## config.mk

```make
export PLATFORM = sky130hd
export DESIGN_NAME = two_axis_stepper_motion_generator
export DESIGN_NICKNAME = d
export VERILOG_FILES = /design/src/hdl/stmg_pkg.sv /design/src/hdl/stmg_div.sv /design/src/hdl/stmg_ctrl.sv /design/src/hdl/stmg_dp.sv /design/src/hdl/two_axis_stepper_motion_generator.sv
export SDC_FILE = /design/constraint.sdc
export NUM_CORES = 2
export LEC_CHECK = 0
export ABC_CLOCK_PERIOD_IN_PS = 14100
export BUFFER_PORTS_ARGS = -buffer_cell sky130_fd_sc_hd__buf_4
export CAP_MARGIN = 20
export CELL_PAD_IN_SITES_DETAIL_PLACEMENT = 0
export CELL_PAD_IN_SITES_GLOBAL_PLACEMENT = 2
export CORE_ASPECT_RATIO = 0.5
export CORE_MARGIN = 10
export CORE_UTILIZATION = 37
export CTS_CLUSTER_SIZE = 30
export DETAILED_ROUTE_END_ITERATION = 10
export PLACE_DENSITY_LB_ADDON = 0.1
export SYNTH_ARGS = -nofsm -noshare
export SYNTH_HDL_FRONTEND = slang
export SYNTH_HIERARCHICAL = 1
export SYNTH_SLANG_ARGS = --single-unit
```

## constraint.sdc

```tcl
create_clock -name clk -period 14.1 [get_ports clk]
set_input_delay 0.705 -clock clk [delete_from_list [all_inputs] [get_ports clk]]
set_output_delay 0.705 -clock clk [all_outputs]
set_load 0.01 [all_outputs]
```

## src/hdl/stmg_pkg.sv

```systemverilog
// Package for the two-axis stepper motion generator.
// Holds the controller states, the command and status records and the fixed codes.
// No dependencies.
`default_nettype none

package stmg_pkg;

  localparam logic [1:0] FUNC_START = 2'd0;
  localparam logic [1:0] FUNC_TICK  = 2'd1;
  localparam logic [1:0] FUNC_ZERO  = 2'd2;
  localparam logic [1:0] FUNC_NOP   = 2'd3;

  localparam logic [1:0] CFG_MIN_RPM  = 2'd0;
  localparam logic [1:0] CFG_MAX_RPM  = 2'd1;
  localparam logic [1:0] CFG_ACC_FRAC = 2'd2;
  localparam logic [1:0] CFG_DEC_FRAC = 2'd3;

  localparam logic [31:0] PERIOD_NUM = 32'd30000000;
  localparam logic [15:0] PERIOD_MAX = 16'hFFFF;

  localparam int DIVIDEND_W = 32;
  localparam int IN_W       = 48;
  localparam int OUT_W      = 88;

  typedef enum logic [3:0] {
    ST_IDLE,
    ST_EXEC,
    ST_SEL,
    ST_RWAIT,
    ST_PMUL,
    ST_PSEL,
    ST_PWAIT,
    ST_OUT
  } state_t;

  typedef struct packed {
    logic latch;
    logic exec;
    logic sel;
    logic rdone;
    logic pmul;
    logic psel;
    logic pdone;
    logic oload;
  } cmd_t;

  typedef struct packed {
    logic step_go;
    logic need_div;
    logic per_div;
  } sts_t;

endpackage

`default_nettype wire

```

## src/hdl/stmg_div.sv

```systemverilog
// Restoring divider, one quotient bit per cycle.
// Uses stmg_pkg for the dividend width.
`default_nettype none

module stmg_div #(
  parameter int DV = 22
) (
  input  wire logic                            clk,
  input  wire logic                            rst_n,
  input  wire logic                            start,
  input  wire logic [stmg_pkg::DIVIDEND_W-1:0] dividend,
  input  wire logic [DV-1:0]                   divisor,
  output logic                                 busy,
  output logic                                 done,
  output logic [stmg_pkg::DIVIDEND_W-1:0]      quot
);

  localparam int CW = $clog2(stmg_pkg::DIVIDEND_W + 1);

  logic [DV-1:0]                   rem_r, rem_nxt;
  logic [stmg_pkg::DIVIDEND_W-1:0] quo_r, quo_nxt;
  logic [DV-1:0]                   div_r, div_nxt;
  logic [CW-1:0]                   cnt_r, cnt_nxt;
  logic                            busy_r, busy_nxt;
  logic                            done_r, done_nxt;
  logic [DV:0]                     sh;
  logic [DV:0]                     diff;

  always_comb begin
    sh       = {rem_r, quo_r[stmg_pkg::DIVIDEND_W-1]};
    diff     = sh - {1'b0, div_r};
    rem_nxt  = rem_r;
    quo_nxt  = quo_r;
    div_nxt  = div_r;
    cnt_nxt  = cnt_r;
    busy_nxt = busy_r;
    done_nxt = 1'b0;
    if (start) begin
      rem_nxt  = '0;
      quo_nxt  = dividend;
      div_nxt  = divisor;
      cnt_nxt  = CW'(stmg_pkg::DIVIDEND_W);
      busy_nxt = 1'b1;
    end else if (busy_r) begin
      if (sh >= {1'b0, div_r}) begin
        rem_nxt = diff[DV-1:0];
        quo_nxt = {quo_r[stmg_pkg::DIVIDEND_W-2:0], 1'b1};
      end else begin
        rem_nxt = sh[DV-1:0];
        quo_nxt = {quo_r[stmg_pkg::DIVIDEND_W-2:0], 1'b0};
      end
      cnt_nxt = cnt_r - CW'(1);
      if (cnt_r == CW'(1)) begin
        busy_nxt = 1'b0;
        done_nxt = 1'b1;
      end
    end
  end

  always_ff @(posedge clk) begin
    rem_r <= rem_nxt;
    quo_r <= quo_nxt;
    div_r <= div_nxt;
    cnt_r <= cnt_nxt;
    if (!rst_n) begin
      busy_r <= 1'b0;
      done_r <= 1'b0;
    end else begin
      busy_r <= busy_nxt;
      done_r <= done_nxt;
    end
  end

  assign busy = busy_r;
  assign done = done_r;
  assign quot = quo_r;

endmodule

`default_nettype wire

```

## src/hdl/stmg_ctrl.sv

```systemverilog
// Controller state machine of the motion generator.
// Uses stmg_pkg for states, commands and status.
`default_nettype none

module stmg_ctrl (
  input  wire logic          clk,
  input  wire logic          rst_n,
  input  wire logic          in_tvalid,
  output logic               in_tready,
  output logic               out_tvalid,
  input  wire logic          out_tready,
  input  wire stmg_pkg::sts_t sts,
  input  wire logic          div_done,
  output stmg_pkg::cmd_t     cmd
);

  stmg_pkg::state_t state_r, state_nxt;
  logic             ovld_r, ovld_nxt;
  logic             free;

  assign free = !ovld_r || out_tready;

  always_comb begin
    state_nxt = state_r;
    case (state_r)
      stmg_pkg::ST_IDLE:  if (in_tvalid && free) state_nxt = stmg_pkg::ST_EXEC;
      stmg_pkg::ST_EXEC:  state_nxt = sts.step_go ? stmg_pkg::ST_SEL : stmg_pkg::ST_OUT;
      stmg_pkg::ST_SEL:   state_nxt = sts.need_div ? stmg_pkg::ST_RWAIT : stmg_pkg::ST_PMUL;
      stmg_pkg::ST_RWAIT: if (div_done) state_nxt = stmg_pkg::ST_PMUL;
      stmg_pkg::ST_PMUL:  state_nxt = stmg_pkg::ST_PSEL;
      stmg_pkg::ST_PSEL:  state_nxt = sts.per_div ? stmg_pkg::ST_PWAIT : stmg_pkg::ST_OUT;
      stmg_pkg::ST_PWAIT: if (div_done) state_nxt = stmg_pkg::ST_OUT;
      stmg_pkg::ST_OUT:   state_nxt = stmg_pkg::ST_IDLE;
      default:            state_nxt = stmg_pkg::ST_IDLE;
    endcase
  end

  always_comb begin
    cmd       = '0;
    in_tready = 1'b0;
    ovld_nxt  = ovld_r && !out_tready;
    case (state_r)
      stmg_pkg::ST_IDLE: begin
        in_tready = free;
        cmd.latch = in_tvalid && free;
      end
      stmg_pkg::ST_EXEC:  cmd.exec  = 1'b1;
      stmg_pkg::ST_SEL:   cmd.sel   = 1'b1;
      stmg_pkg::ST_RWAIT: cmd.rdone = div_done;
      stmg_pkg::ST_PMUL:  cmd.pmul  = 1'b1;
      stmg_pkg::ST_PSEL:  cmd.psel  = 1'b1;
      stmg_pkg::ST_PWAIT: cmd.pdone = div_done;
      stmg_pkg::ST_OUT: begin
        cmd.oload = 1'b1;
        ovld_nxt  = 1'b1;
      end
      default: cmd = '0;
    endcase
  end

  always_ff @(posedge clk) begin
    if (!rst_n) begin
      state_r <= stmg_pkg::ST_IDLE;
      ovld_r  <= 1'b0;
    end else begin
      state_r <= state_nxt;
      ovld_r  <= ovld_nxt;
    end
  end

  assign out_tvalid = ovld_r;

endmodule

`default_nettype wire

```

## src/hdl/stmg_dp.sv

```systemverilog
// Datapath of the motion generator: settings, move state, ramp and period math.
// Uses stmg_pkg; drives the shared divider stmg_div.
`default_nettype none

module stmg_dp #(
  parameter int MICROSTEPS  = 3200,
  parameter int SPEED_LIMIT = 1200,
  parameter int DV          = 22,
  parameter int D_W         = 22
) (
  input  wire logic                             clk,
  input  wire logic                             rst_n,
  input  wire stmg_pkg::cmd_t                   cmd,
  output stmg_pkg::sts_t                        sts,
  input  wire logic [1:0]                       in_func,
  input  wire logic [20:0]                      in_dl,
  input  wire logic [20:0]                      in_dr,
  input  wire logic                             cfg_we,
  input  wire logic [1:0]                       cfg_idx,
  input  wire logic [10:0]                      cfg_val,
  output logic                                  div_start,
  output logic [stmg_pkg::DIVIDEND_W-1:0]       div_a,
  output logic [DV-1:0]                         div_b,
  input  wire logic [stmg_pkg::DIVIDEND_W-1:0]  div_q,
  output logic [stmg_pkg::OUT_W-1:0]            out_word
);

  localparam int RPM_W = $clog2(SPEED_LIMIT + 1);

  logic [1:0]  func_r;
  logic [20:0] dl_r, dr_r;
  logic [10:0] min_r, max_r;
  logic [8:0]  af_r, df_r;
  logic        phase_r;
  logic [20:0] sc_r, tot_r, acc_r, dec_r, al_r, ar_r;
  logic signed [22:0] err_r;
  logic [1:0]  dir_r;
  logic [31:0] posl_r, posr_r;
  logic        active_r;
  logic [15:0] period_r;
  logic        stl_r, str_r;
  logic [RPM_W-1:0] rpm_r;
  logic [D_W-1:0]   d_r;
  logic [10:0] from_r;
  logic        neg_r;
  logic [stmg_pkg::OUT_W-1:0] out_r;

  logic [20:0] al, ar, tot, half;
  logic [29:0] pa, pd;
  logic [21:0] sum_ad;
  logic signed [23:0] e2;
  logic        cl, cr;
  logic [20:0] td, xr, span;
  logic        lt_acc, in_dec, dec_nz, need_div, more, per_div;
  logic [10:0] fr, to;
  logic signed [11:0] dsp;
  logic [10:0] mag;
  logic [31:0] prod;
  logic [11:0] raw_dir, raw_div;

  always_comb begin
    al     = dl_r[20] ? (~dl_r + 21'd1) : dl_r;
    ar     = dr_r[20] ? (~dr_r + 21'd1) : dr_r;
    tot    = (al > ar) ? al : ar;
    half   = {1'b0, tot[20:1]};
    pa     = tot * af_r;
    pd     = tot * df_r;
    sum_ad = {1'b0, pa[28:8]} + {1'b0, pd[28:8]};
    e2     = {err_r, 1'b0};
    cl     = e2 >= -$signed({3'b0, ar_r});
    cr     = e2 <= $signed({3'b0, al_r});

    td     = tot_r - dec_r;
    lt_acc = sc_r < acc_r;
    in_dec = sc_r >= td;
    dec_nz = dec_r != 21'd0;
    need_div = lt_acc || (in_dec && dec_nz);
    xr     = lt_acc ? sc_r : (sc_r - td);
    span   = lt_acc ? acc_r : dec_r;
    fr     = lt_acc ? min_r : max_r;
    to     = lt_acc ? max_r : min_r;
    dsp    = $signed({1'b0, to}) - $signed({1'b0, fr});
    mag    = dsp[11] ? 11'(-dsp) : dsp[10:0];
    prod   = xr * mag;
    raw_dir = (in_dec && !lt_acc) ? {1'b0, min_r} : {1'b0, max_r};
    raw_div = neg_r ? ({1'b0, from_r} - div_q[11:0]) : ({1'b0, from_r} + div_q[11:0]);

    more    = sc_r < tot_r;
    per_div = more && (rpm_r != '0);

    div_start = (cmd.sel && need_div) || (cmd.psel && per_div);
    div_a     = cmd.sel ? prod : stmg_pkg::PERIOD_NUM;
    div_b     = cmd.sel ? DV'(span) : DV'(d_r);

    sts.step_go  = (func_r == stmg_pkg::FUNC_TICK) && active_r && phase_r;
    sts.need_div = need_div;
    sts.per_div  = per_div;
  end

  function automatic logic [RPM_W-1:0] clamp(input logic [11:0] v);
    return (v > 12'(SPEED_LIMIT)) ? RPM_W'(SPEED_LIMIT) : RPM_W'(v);
  endfunction

  always_ff @(posedge clk) begin
    if (cmd.latch) begin
      func_r <= in_func;
      dl_r   <= in_dl;
      dr_r   <= in_dr;
    end
    if (cmd.sel) begin
      from_r <= fr;
      neg_r  <= dsp[11];
      if (!need_div) rpm_r <= clamp(raw_dir);
    end
    if (cmd.rdone) rpm_r <= clamp(raw_div);
    if (cmd.pmul)  d_r <= D_W'(rpm_r * MICROSTEPS);
    if (cmd.oload) begin
      out_r <= {3'b0, posr_r, posl_r, active_r, period_r, dir_r[1], dir_r[0], str_r, stl_r};
    end
  end

  always_ff @(posedge clk) begin
    if (!rst_n) begin
      min_r    <= 11'd100;
      max_r    <= 11'd600;
      af_r     <= 9'd64;
      df_r     <= 9'd64;
      phase_r  <= 1'b0;
      sc_r     <= '0;
      tot_r    <= '0;
      acc_r    <= '0;
      dec_r    <= '0;
      err_r    <= '0;
      al_r     <= '0;
      ar_r     <= '0;
      dir_r    <= '0;
      posl_r   <= '0;
      posr_r   <= '0;
      active_r <= 1'b0;
      period_r <= stmg_pkg::PERIOD_MAX;
      stl_r    <= 1'b0;
      str_r    <= 1'b0;
    end else begin
      if (cfg_we) begin
        case (cfg_idx)
          stmg_pkg::CFG_MIN_RPM:  min_r <= cfg_val;
          stmg_pkg::CFG_MAX_RPM:  max_r <= cfg_val;
          stmg_pkg::CFG_ACC_FRAC: af_r  <= cfg_val[8:0];
          stmg_pkg::CFG_DEC_FRAC: df_r  <= cfg_val[8:0];
          default: ;
        endcase
      end
      if (cmd.exec) begin
        stl_r <= 1'b0;
        str_r <= 1'b0;
        case (func_r)
          stmg_pkg::FUNC_START: begin
            tot_r <= tot;
            sc_r  <= '0;
            if (tot == 21'd0) begin
              active_r <= 1'b0;
            end else begin
              dir_r <= {!dr_r[20] && (dr_r != 21'd0), !dl_r[20] && (dl_r != 21'd0)};
              if (sum_ad > {1'b0, tot}) begin
                acc_r <= half;
                dec_r <= half;
              end else begin
                acc_r <= pa[28:8];
                dec_r <= pd[28:8];
              end
              al_r     <= al;
              ar_r     <= ar;
              err_r    <= $signed({2'b0, al}) - $signed({2'b0, ar});
              active_r <= 1'b1;
            end
          end
          stmg_pkg::FUNC_TICK: begin
            if (active_r) begin
              phase_r <= !phase_r;
              if (phase_r) begin
                sc_r  <= sc_r + 21'd1;
                err_r <= err_r - (cl ? $signed({2'b0, ar_r}) : 23'sd0)
                               + (cr ? $signed({2'b0, al_r}) : 23'sd0);
                stl_r <= cl;
                str_r <= cr;
                if (cl) posl_r <= dir_r[0] ? posl_r + 32'd1 : posl_r - 32'd1;
                if (cr) posr_r <= dir_r[1] ? posr_r + 32'd1 : posr_r - 32'd1;
              end
            end
          end
          stmg_pkg::FUNC_ZERO: begin
            posl_r <= '0;
            posr_r <= '0;
          end
          default: ;
        endcase
      end
      if (cmd.psel) begin
        if (!more) active_r <= 1'b0;
        else if (rpm_r == '0) period_r <= stmg_pkg::PERIOD_MAX;
      end
      if (cmd.pdone) begin
        period_r <= (div_q[31:16] != 16'd0) ? stmg_pkg::PERIOD_MAX : div_q[15:0];
      end
    end
  end

  assign out_word = out_r;

endmodule

`default_nettype wire

```

## src/hdl/two_axis_stepper_motion_generator.sv

```systemverilog
// Path: start, zero and low-phase ticks go from an accepted word through EXEC to OUT;
// a step-phase tick also passes SEL, PMUL and PSEL, with up to two passes of the shared
// 32-bit divider (the ramp speed in RWAIT, the half period in PWAIT).
// Throughput: one word at a time; the next word is taken once the result register is free.
// Reset (rst_n, synchronous): settings return to 100/600 rpm and 64/256 shares,
// the move state clears and the half period reads 65535.
`default_nettype none

module two_axis_stepper_motion_generator #(
  parameter int MICROSTEPS  = 3200,
  parameter int SPEED_LIMIT = 1200
) (
  input  wire logic                        clk,
  input  wire logic                        rst_n,
  input  wire logic                        in_tvalid,
  output logic                             in_tready,
  // delta_left [20:0], delta_right [41:21], zero fill [47:42]
  input  wire logic [stmg_pkg::IN_W-1:0]   in_tdata,
  // func [1:0]
  input  wire logic [1:0]                  in_tuser,
  output logic                             out_tvalid,
  input  wire logic                        out_tready,
  // step_left [0], step_right [1], dir_left [2], dir_right [3], half_period_us [19:4],
  // moving [20], position_left [52:21], position_right [84:53], zero fill [87:85]
  output logic [stmg_pkg::OUT_W-1:0]       out_tdata,
  input  wire logic                        cfg_valid,
  output logic                             cfg_ready,
  input  wire logic [1:0]                  cfg_index,
  input  wire logic [10:0]                 cfg_data
);

  localparam int D_W = $clog2(SPEED_LIMIT * MICROSTEPS + 1);
  localparam int DV  = (D_W > 21) ? D_W : 21;

  stmg_pkg::cmd_t cmd;
  stmg_pkg::sts_t sts;
  logic                            div_start, div_busy, div_done;
  logic [stmg_pkg::DIVIDEND_W-1:0] div_a, div_q;
  logic [DV-1:0]                   div_b;

  assign cfg_ready = 1'b1;

  stmg_ctrl u_ctrl (
    .clk        (clk),
    .rst_n      (rst_n),
    .in_tvalid  (in_tvalid),
    .in_tready  (in_tready),
    .out_tvalid (out_tvalid),
    .out_tready (out_tready),
    .sts        (sts),
    .div_done   (div_done),
    .cmd        (cmd)
  );

  stmg_dp #(
    .MICROSTEPS  (MICROSTEPS),
    .SPEED_LIMIT (SPEED_LIMIT),
    .DV          (DV),
    .D_W         (D_W)
  ) u_dp (
    .clk       (clk),
    .rst_n     (rst_n),
    .cmd       (cmd),
    .sts       (sts),
    .in_func   (in_tuser),
    .in_dl     (in_tdata[20:0]),
    .in_dr     (in_tdata[41:21]),
    .cfg_we    (cfg_valid && cfg_ready),
    .cfg_idx   (cfg_index),
    .cfg_val   (cfg_data),
    .div_start (div_start),
    .div_a     (div_a),
    .div_b     (div_b),
    .div_q     (div_q),
    .out_word  (out_tdata)
  );

  stmg_div #(
    .DV (DV)
  ) u_div (
    .clk      (clk),
    .rst_n    (rst_n),
    .start    (div_start),
    .dividend (div_a),
    .divisor  (div_b),
    .busy     (div_busy),
    .done     (div_done),
    .quot     (div_q)
  );

  a_one_word: assert property (@(posedge clk) disable iff (!rst_n)
    (in_tvalid && in_tready) |=> !in_tready)
    else $error("second word accepted while one is in flight");

  a_out_free: assert property (@(posedge clk) disable iff (!rst_n)
    (in_tvalid && in_tready) |=> !out_tvalid)
    else $error("word accepted while result register stays occupied");

  a_div_idle: assert property (@(posedge clk) disable iff (!rst_n)
    div_start |-> !div_busy)
    else $error("divider restarted while busy");

  a_div_run: assert property (@(posedge clk) disable iff (!rst_n)
    div_start |=> (div_busy && !div_done))
    else $error("divider did not start");

endmodule

`default_nettype wire
```

==> flow_summary.ini <==
[status]
status = finished clean

[logic_synthesis]
synth-seq-area-share_pct = 23.2
synth_cell_type_count = 104
ys_ff_latch = 530
ys_top_cells_by_area = fa_1 (17%), edfxtp_1 (12%), ha_1 (11%), dfxtp_1 (11%), inv_1 (5.8%)
syn_area_mm2 = 0.0553
syn_area_per_cell_um2 = 8.58
synth_edf_count = 221
synthCells = 6441
synthDominantCellAreaShare_pct = 17.0
synthArstFlopShare_pct = 0
ys.flop_type = dfxtp_1
yosys.area.top_type = fa_1
synth_warnings = 6

[worst_setup_path]
r2r_start = u_dp/dr_r[0]
crit_path_max_fanout = 21
crit_arrival_ps = 13900
end_kind = flip-flop
critPathMostFrequentCell = buf_4
critPathSlowestCell = or4_4
r2r-end = u_dp/dec_r[4]
reg2reg_depth = 54
cp.required_ps = 14610
slowest_delay_ps = 590
worstSetupStartpoint = u_dp/dr_r[0]
cp-start-kind = flip-flop
reg2reg_slack_ps = 720
path_class = reg2reg

[floorplanning]
die_h_um = 293
ios = 159
fp.dieW_um = 567
coreArea_mm2 = 0.149
die_area_mm2 = 0.166
row_count = 100
start_util_pct = 37.2

[final_layout]
fill_cells = 14914
stdcell_count = 8574
multi_input_area_mm2 = 0.0386
final_layout_size_suffix_gt1_share_pct = 9.55
synthToLayoutAreaGrowth_pct = 11.8
layout.nets = 7574
ff_latch_area_mm2 = 0.0128

[clock_network]
clock-root-buffer = clkbuf_16
cts_buffers = 58
cts.sinks = 530
clock_path_buffers = 3
cts_tree = yes
cts_max_level = 2
clk_pin_slew_ps = 70
clock_latency_ps = 730

[drt]
avgRoutedWirePerCell_um = 20.6
viasPerCell = 5.26
first_pass_iters = 5
drc = 0
vias = 45066
drtAntennaViolNets = 0
finalWirelength_mm = 177
drt_iter0_markers = 3156

[job]
cap_violations = 0

[global_routing]
grt_pass1_wl_mm = 275
grt_use_total_pct = 20.8
grt_overflow = 0
antenna_found_initial = 8
grt_pass1_vias = 45489
grt_max_degree = 86

[place]
dp_cells = 8444
dp_hpwl_mm = 137
port_buffers = 148
place.gp.congestion = 0.872

[worst_hold_path]
hold_end = u_dp/dl_r[13]
min_from = in_tdata[13]
holdPathStages = 1
hold_path.class = in2reg

[timing]
tightest_slew_ps = 1190
skew_ps = 58.4
fin_crit_sh_pct = 94.9
fin_crit_ps = 13380
relSlewSlack_pct = 20.0
setup_violations = 0
max_freq_mhz = 74.7
final-hold-violation-count = 0
drv_slew = 0
## area by class of cell
| class | count | share of cell area, % |
|---|---|---|
| timing repair buffer | 333 | 4.28 |
| inverter | 850 | 5.18 |
| clock buffer | 69 | 2.50 |
| sequential | 530 | 20.8 |
| antenna | 1 | 0.00405 |
| tap | 1989 | 4.03 |
| clock inverter | 40 | 0.764 |
| multi-input combinational | 4762 | 62.5 |
## synthesized netlist by cell type, drive strengths merged, types with 16 or more instances
cell	count
or4	21
inv	849
a22oi	24
xnor2	229
o22a	17
and2	253
or2	22
a21oi	357
nand2	765
buf	33
o21ai	195
a21o	98
mux2i	81
o31ai	31
nand3	82
o21a	35
edfxtp	221
nor3b	22
mux2	39
a31oi	46
dfxtp	309
xor2	124
nand4	60
fa	469
nor2b	101
nand2b	63
o211ai	19
ha	502
nor4	46
nor2	482
nor3	118
and3	31
a311oi	19
a21boi	30
clkbuf	268
o41ai	16
or3	33
o21bai	49
a211oi	124
## cells in the final DEF, fill, tap and decap left out, types with 60 or more instances in the layout
master,count
nand3_1,81
a21o_1,98
buf_4,318
nor2_1,478
mux2i_1,66
ha_1,500
nor3_1,115
inv_1,847
clkbuf_16,60
nand2_1,761
nand4_1,60
a211oi_1,121
xnor2_1,223
nand2b_1,61
and2_1,251
a21oi_1,334
dfxtp_1,308
xor2_1,117
nor2b_1,98
o21ai_0,180
edfxtp_1,221
fa_1,469
## flip-flops by register name, summed over array words and instances (netlist names), 15 cells and up
name           cells
u_dp/al_r         21
u_div/quot        32
u_div/rem_r       22
u_dp/tot_r        21
u_dp/dl_r         21
u_div/div_r       22
u_dp/err_r        23
u_dp/posl_r       32
u_dp/dr_r         21
u_dp/acc_r        21
u_dp/period_r     16
u_dp/posr_r       32
u_dp/dec_r        21
u_dp/d_r          15
u_dp/sc_r         21
u_dp/out_word     85
u_dp/ar_r         21
## timing repair
item                                    CTS  global route
pin swaps                                 1            20
endpoints found under the setup margin   42            42
gates cloned                              1             2
gates resized for setup                   5            63
hold buffers                              0             0
setup buffers                             2            11
## logic make-up (layout without fill, tap and decap cells)
family                   after synthesis  after routing  synth area share [%]
AO/OA/AOI/OAI                       1170           1170                  14.0
XOR/XNOR                             353            353                  5.67
adder cells (fa/ha/maj)              974            974                  28.4
buffers and inverters               1151           1292                  7.96
flip-flops                           530            530                  23.2
multiplexers                         120            120                  2.28
other                                  2              5                0.0136
AND/OR/NAND/NOR                     2141           2141                  18.5
## layer usage
layer	share of wire, %	up-vias	global-route usage [%]
met5	0.018	-	0
met2	44	808	33.2
met4	1.2	4	2.77
met3	4.3	138	2.68
li1	-	21747	-
met1	50	22369	30.6
## metrics by stage
step	hold WS (ps)	setup WS [ps]	setup TNS (ps)	utilization, %	area, um^2
after floorplan	409	640	0	-	55300
after CTS	132	40.2	0	41.3	61300
after global routing	143	-49.7	-386	41.6	61800
after detailed placement	424	-158	-4610	39.9	59200
final	181	717	0	41.6	61800
after global placement	420	-31.9	-552	39.8	59200
## worst max path at each step
stage | end | cells after the start
floorplan | u_dp/acc_r[12] | 65
global placement | u_dp/acc_r[0] | 59
detailed placement | u_dp/acc_r[19] | 64
CTS | u_dp/acc_r[18] | 62
global route | u_dp/dec_r[4] | 57
finish | u_dp/dec_r[4] | 54
## critical path: cells and delay by family (launching register included)
kind                     cells  cell delay, ps
AO/OA/AOI/OAI               17            3390
AND/OR/NAND/NOR             13            3230
adder cells (fa/ha/maj)      8            3220
buffers and inverters       12            1930
XOR/XNOR                     3             770
flip-flops                   1             410
multiplexers                 1             220
Power is not shown: default switching activity piles up to over one toggle a cycle in this logic, so the estimate is an artifact.
